File: config.mk
export PLATFORM = sky130hd
export DESIGN_NAME = h264_nal_encapsulator
export DESIGN_NICKNAME = d
export VERILOG_FILES = /design/src/rtl/h264_nal_pkg.sv /design/src/rtl/h264_nal_encapsulator.sv
export SDC_FILE = /design/constraint.sdc
export NUM_CORES = 1
export LEC_CHECK = 0
export ABC_AREA = 1
export BUFFER_PORTS_ARGS = -buffer_cell sky130_fd_sc_hd__buf_2
export CAP_MARGIN = 20
export CORE_MARGIN = 10
export CORE_UTILIZATION = 58
export DETAILED_ROUTE_END_ITERATION = 8
export PLACE_DENSITY = 0.8
export SYNTH_ARGS = -nofsm -noshare
export SYNTH_HDL_FRONTEND = slang
export SYNTH_SLANG_ARGS = --single-unit
File: constraint.sdc
create_clock -name clk_i -period 2.65 [get_ports clk_i]
set_clock_uncertainty 0.2 [all_clocks]
set_input_delay 0.265 -clock clk_i [delete_from_list [all_inputs] [get_ports clk_i]]
set_output_delay 0.265 -clock clk_i [all_outputs]
set_load 0.1 [all_outputs]
File: src/rtl/h264_nal_pkg.sv
// Package for the NAL encapsulator: word types, header constants and header byte lookup.
`timescale 1ns / 1ps

package h264_nal_pkg;

  typedef struct packed {
    logic [7:0] data_byte;
    logic       frame_start;
    logic       idr_frame;
    logic       frame_close;
  } in_word_t;

  typedef struct packed {
    logic [7:0] out_byte;
    logic       run_last;
    logic       frame_last;
  } out_word_t;

  localparam int unsigned ParamSetLen = 24;
  localparam int unsigned HdrLen      = 32;
  localparam int unsigned HdrIdxW     = $clog2(HdrLen);

  localparam logic [HdrIdxW-1:0] IdrFirstIdx = HdrIdxW'(0);
  localparam logic [HdrIdxW-1:0] SliceFirstIdx = HdrIdxW'(ParamSetLen);
  localparam logic [HdrIdxW-1:0] HdrLastIdx = HdrIdxW'(HdrLen - 1);

  localparam logic [31:0] IdrSliceHeader = 32'h25b8_04ff;
  localparam logic [31:0] PSliceHeader   = 32'h21e0_03ff;
  localparam int unsigned FrameShift     = 13;

  localparam logic [7:0] EscByte = 8'h03;

  localparam logic [7:0] ParamSets [ParamSetLen] = '{
    8'h00, 8'h00, 8'h00, 8'h01, 8'h67, 8'h64, 8'h00, 8'h20,
    8'hac, 8'h2b, 8'h40, 8'h6c, 8'h1e, 8'hf3, 8'h68,
    8'h00, 8'h00, 8'h00, 8'h01, 8'h68, 8'hee, 8'h06, 8'h0c, 8'he8
  };

  // Byte at position idx of the header burst; positions below the slice start
  // code hold the SPS and PPS.
  function automatic logic [7:0] hdr_byte(input logic [HdrIdxW-1:0] idx,
                                          input logic idr,
                                          input logic [7:0] frame_num);
    logic [31:0] slice;
    logic [7:0]  b;
    slice = idr ? IdrSliceHeader
                : (PSliceHeader | ({24'd0, frame_num} << FrameShift));
    case (idx) inside
      [HdrIdxW'(24):HdrIdxW'(26)]: b = 8'h00;
      HdrIdxW'(27): b = 8'h01;
      HdrIdxW'(28): b = slice[31:24];
      HdrIdxW'(29): b = slice[23:16];
      HdrIdxW'(30): b = slice[15:8];
      HdrIdxW'(31): b = slice[7:0];
      default: b = ParamSets[idx];
    endcase
    return b;
  endfunction

endpackage

File: src/rtl/h264_nal_encapsulator.sv
// Top level: H.264 Annex B NAL encapsulator with emulation prevention.
//
//   channel | direction | handshake             | payload
//   in      | input     | in_valid_i/in_stall_o  | in_data_i  (in_word_t)
//   out     | output    | out_valid_o/out_stall_i| out_data_o (out_word_t)
//
// One output word leaves per cycle unless the output stalls or no word is held.
// A payload word emits one byte, or two when an escape byte goes ahead of it; a
// frame start adds 8 (P frame) or 32 (IDR frame) header bytes from the constant
// header lookup. The next input word is taken in the cycle that the current one
// emits its last byte, so unstalled, unescaped payload streams one word per cycle.
// Reset clears the frame counter, the zero-run count and both valid flags.
// A stall on the output holds the output register and, through it, the input.
`timescale 1ns / 1ps

module h264_nal_encapsulator (
  input  logic                    clk_i,
  input  logic                    rst_ni,
  input  logic                    in_valid_i,
  output logic                    in_stall_o,
  input  h264_nal_pkg::in_word_t  in_data_i,
  output logic                    out_valid_o,
  input  logic                    out_stall_i,
  output h264_nal_pkg::out_word_t out_data_o
);
  import h264_nal_pkg::*;

  typedef enum logic {
    PH_HDR,
    PH_DATA
  } phase_e;

  in_word_t            item_q;
  logic                busy_q;
  phase_e              phase_q;
  logic [HdrIdxW-1:0]  idx_q;
  logic [1:0]          zero_run_q;
  logic [7:0]          frame_num_q;
  out_word_t           out_q;
  logic                out_valid_q;

  logic       emit;
  logic       esc;
  logic       done;
  logic       accept;
  logic [7:0] byte_d;

  assign emit = busy_q && (!out_valid_q || !out_stall_i);
  assign esc  = (phase_q == PH_DATA) && (zero_run_q == 2'd2) && (item_q.data_byte <= 8'd3);
  assign done = emit && (phase_q == PH_DATA) && !esc;
  assign in_stall_o = busy_q && !done;
  assign accept = in_valid_i && !in_stall_o;

  always_comb begin
    if (phase_q == PH_HDR) begin
      byte_d = hdr_byte(idx_q, item_q.idr_frame, frame_num_q);
    end else if (esc) begin
      byte_d = EscByte;
    end else begin
      byte_d = item_q.data_byte;
    end
  end

  always_ff @(posedge clk_i or negedge rst_ni) begin
    if (!rst_ni) begin
      busy_q      <= 1'b0;
      phase_q     <= PH_DATA;
      idx_q       <= '0;
      zero_run_q  <= '0;
      frame_num_q <= '0;
      out_valid_q <= 1'b0;
    end else begin
      if (emit) begin
        out_valid_q <= 1'b1;
      end else if (!out_stall_i) begin
        out_valid_q <= 1'b0;
      end

      if (emit) begin
        if (phase_q == PH_HDR) begin
          idx_q <= idx_q + HdrIdxW'(1);
          if (idx_q == HdrLastIdx) begin
            // The header ends in 0xff, so the zero run starts over.
            phase_q     <= PH_DATA;
            zero_run_q  <= '0;
            frame_num_q <= frame_num_q + 8'd1;
          end
        end else if (esc) begin
          zero_run_q <= '0;
        end else if (item_q.data_byte == 8'd0) begin
          if (zero_run_q != 2'd2) begin
            zero_run_q <= zero_run_q + 2'd1;
          end
        end else begin
          zero_run_q <= '0;
        end
      end

      if (done || accept) begin
        busy_q <= accept;
      end
      if (accept) begin
        phase_q <= in_data_i.frame_start ? PH_HDR : PH_DATA;
        idx_q   <= in_data_i.idr_frame ? IdrFirstIdx : SliceFirstIdx;
      end
    end
  end

  always_ff @(posedge clk_i) begin
    if (accept) begin
      item_q <= in_data_i;
    end
    if (emit) begin
      out_q.out_byte   <= byte_d;
      out_q.run_last   <= done;
      out_q.frame_last <= done && item_q.frame_close;
    end
  end

  assign out_valid_o = out_valid_q;
  assign out_data_o  = out_q;

  a_hdr_needs_item: assert property (@(posedge clk_i) disable iff (!rst_ni)
    phase_q == PH_HDR |-> busy_q)
    else $error("header phase without a held word");

  a_zero_run_range: assert property (@(posedge clk_i) disable iff (!rst_ni)
    zero_run_q != 2'd3)
    else $error("zero run count out of range");

  a_esc_then_data: assert property (@(posedge clk_i) disable iff (!rst_ni)
    emit && esc |=> busy_q && phase_q == PH_DATA && zero_run_q == 2'd0)
    else $error("escape byte not followed by its payload byte");

  a_hdr_end: assert property (@(posedge clk_i) disable iff (!rst_ni)
    emit && phase_q == PH_HDR && idx_q == HdrLastIdx
      |=> phase_q == PH_DATA && zero_run_q == 2'd0 && busy_q)
    else $error("header end did not move to payload");

  a_stall_until_done: assert property (@(posedge clk_i) disable iff (!rst_ni)
    busy_q && !done |-> in_stall_o)
    else $error("input taken before current word finished");

endmodule
==> metrics.md <==
| Metric | Value |
|---|---|
| Leakage | `approximately 1.3 nW` |
| Vias per cell | `5.46` |
| Largest net degree at the start of global routing | `19` |
| Peak supply drop | `approximately 1.0 mV` |
| Post-synthesis cell area | `about 2200 µm²` |
| Final HPWL DP | `~3700 µm` |
| Total track usage | `about 17%` |
| Die ar. | `6730 µm²` |
| Max_slew headroom | `around two thirds` |
| Layout Nets | `329` |
| CTS tree | `built` |
| Synth Register Bits | `38` |
| Share of cells above drive strength 1 | `approximately a fifth` |
| Pre-Repair DR Iteration Count | `5` |
| Cell Rows | `22` |
| Cell count after synthesis | `263` |
| Pwr dens | `roughly 1300 nW/µm²` |
| Total routed wirelength | `~5200 µm` |
| Ports | `27` |
| Area after DPL | `between 2000 and 2500 µm²` |
| Critical Path AT | `around 2000 ps` |
| Fin util | `between 70% and 80%` |
| RSZ-0062 raised after global routing | `no` |
| Yosys cell types | `34` |
| Area occupied by registers | `about 1100 µm²` |
| Final Hold Fails | `0` |
| Crit start category | `flop` |
| Clock Latency Late Sink | `300 ps` |
| Area growth, synth to finish | `19.1%` |
| Final ANT Viol Nets | `0` |
| Buffers added on ports | `26` |
| CTS Buf Count | `5` |
| Fillers | `roughly 270` |
| Most used DFF post-synth | `edfxtp_1` |
| Core area | `3690 µm²` |
| Max clock buf depth | `2` |
| Place WS | `430 ps` |
| Avg WL per Cell | `~15 µm` |
| Setup violators final | `0` |
| Critical path peak fanout | `4` |
| Post_cts resized | `0` |
| Finished layout cell area | `~2700 µm²` |
| Post-synth ARST share | `between 40% and 50%` |
| Tmin final | `about 2400 ps` |
| Initial antenna violation count | `0` |
| Dpl cells | `333` |
| Drt drc | `0` |
| Syn Nets | `around 290` |
| Crit path kind | `flop to output pin` |
| Worst-path clk slew | `about 80 ps` |
| First-pass GRT wire length | `between 8000 and 9000 µm` |
| Die X | `between 80 and 90 µm` |
| Setup TNS | `0 ps` |
| Min-Delay Path Class | `input pin to flop` |
| GP Congestion | `0.933` |
| Fin Hold WS | `around 33 ps` |
| CP required | `2180 ps` |
| Fmax | `between 0.4 and 0.5 GHz` |
| Syn. warnings | `0` |
| Clock Tree Root | `clkbuf_8` |
| EDFF count, synth | `20` |
| Antenna Diode Count | `0` |
| Multi-input logic area | `roughly 1000 µm²` |
| Seq/Total Area, Yosys | `between 40% and 50%` |
| Avg Cell Area, Syn | `about 8.5 µm²` |
| Final period util | `91.5%` |
| Status | `finished, final reports clean` |
| H-tree levels | `2` |
| Non-filler cells, final | `roughly 350` |
| Chip height | `just over 80 µm` |
| Total Power | `3.34 mW` |
| Max-Cap Viols | `0` |
| Clock Sinks | `38` |
| DR iter-0 viols | `258` |
| Via count | `1926` |
| Crit path capture type | `output pin` |
| Initial Util | `approximately 60%` |
| Worst slew pin tran | `490 ps` |
| Vias in the first global route | `about 1900` |
| Global route total overflow | `0` |
| Max-slew violation count | `0` |
| Min setup slack post-route | `225 ps` |
-- synthesized netlist by cell type, drive strengths merged, types with 2 or more instances --
cell | instances | area share (%)
a21oi | 8 | 1.8
buf | 3 | 0.78
dfrtp | 17 | 19
edfxtp | 20 | 27
ha | 10 | 5.6
inv | 36 | 6.1
nand2 | 80 | 15
nand3 | 22 | 5.4
nand4 | 2 | 0.56
nor2 | 24 | 5.5
nor3 | 2 | 0.95
o21ai | 20 | 4.7
o21bai | 2 | 0.67
o22ai | 2 | 1.1
xnor2 | 3 | 1.2
xor2 | 4 | 1.6
-- worst max-delay path, stage by stage (launching register included) --
cell and delay (ps):
edfxtp_1 400, or2_1 260, nor2_2 170, nand2_2 100, nand2_2 110, nand2_2 110
inv_1 70, buf_2 420
-- metal layers --
layer | up-vias | GRT usage, % | share of wire, %
li1 | 931 | - | -
met1 | 891 | 19.8 | 40
met2 | 90 | 27.9 | 50
met3 | 14 | 3.49 | 7.4
met4 | 0 | 7.82 | 2.4
met5 | - | 0 | 0
-- worst paths after layout --
kind,cells after the start,end,start,slack [ps]
max in group asynchronous,2,phase_q,rst_ni,1710
min,3,out_valid_o,out_stall_i,30
min in group asynchronous,2,frame_num_q[7],rst_ni,220
max,7,in_stall_o,item_q[6],230
max reg2reg,6,item_q[1],phase_q,380
min reg2reg,1,zero_run_q[1],zero_run_q[1],340
-- final cells by class --
cell class / instances / area share [%]
clock buffer: 5 / 2.59
tap: 48 / 2.26
multi-input combinational: 185 / 38.5
clock inverter: 3 / 2.59
timing repair buffer: 38 / 9.41
sequential: 38 / 39.6
inverter: 36 / 5.08
-- registers in the layout, indices dropped and copies added, names as in the netlist --
name         count
frame_num_q      8
idx_q            5
out_data_o      10
phase_q          1
zero_run_q       2
item_q          10
busy_q           1
out_valid_o      1
-- what timing repair did --
action / CTS / global route
hold buffers: 12 / 0
buffers inserted: 0 / 0
endpoints found under the hold margin: 28 / 0
-- kinds of logic (layout without fill, tap and decap cells) --
logic type | count (synthesis) | in the layout | share of synthesized area [%]
adder cells (fa/ha/maj) | 10 | 10 | 5.61
AND/OR/NAND/NOR | 132 | 132 | 27.9
flip-flops | 38 | 38 | 47.1
buffers and inverters | 40 | 82 | 7.01
AO/OA/AOI/OAI | 36 | 36 | 9.59
XOR/XNOR | 7 | 7 | 2.75
-- layout by cell type, fill, tap and decap left out, drive strengths merged, types with 2 or more instances in the layout --
master / instances
nand2: 80
inv: 36
buf: 26
nor2: 24
nand3: 22
edfxtp: 20
o21ai: 20
dfrtp: 17
dlygate4sd3: 12
ha: 10
a21oi: 8
clkbuf: 5
xor2: 4
xnor2: 3
o21bai: 2
nand4: 2
o22ai: 2
bufinv: 2
nor3: 2
-- power by group --
group	internal (mW)	switching, mW
Clock	0.377	0.216
Sequential	0.855	0.148
Combinational	0.371	1.37
Note: power is estimated with default switching activity, not from simulation.
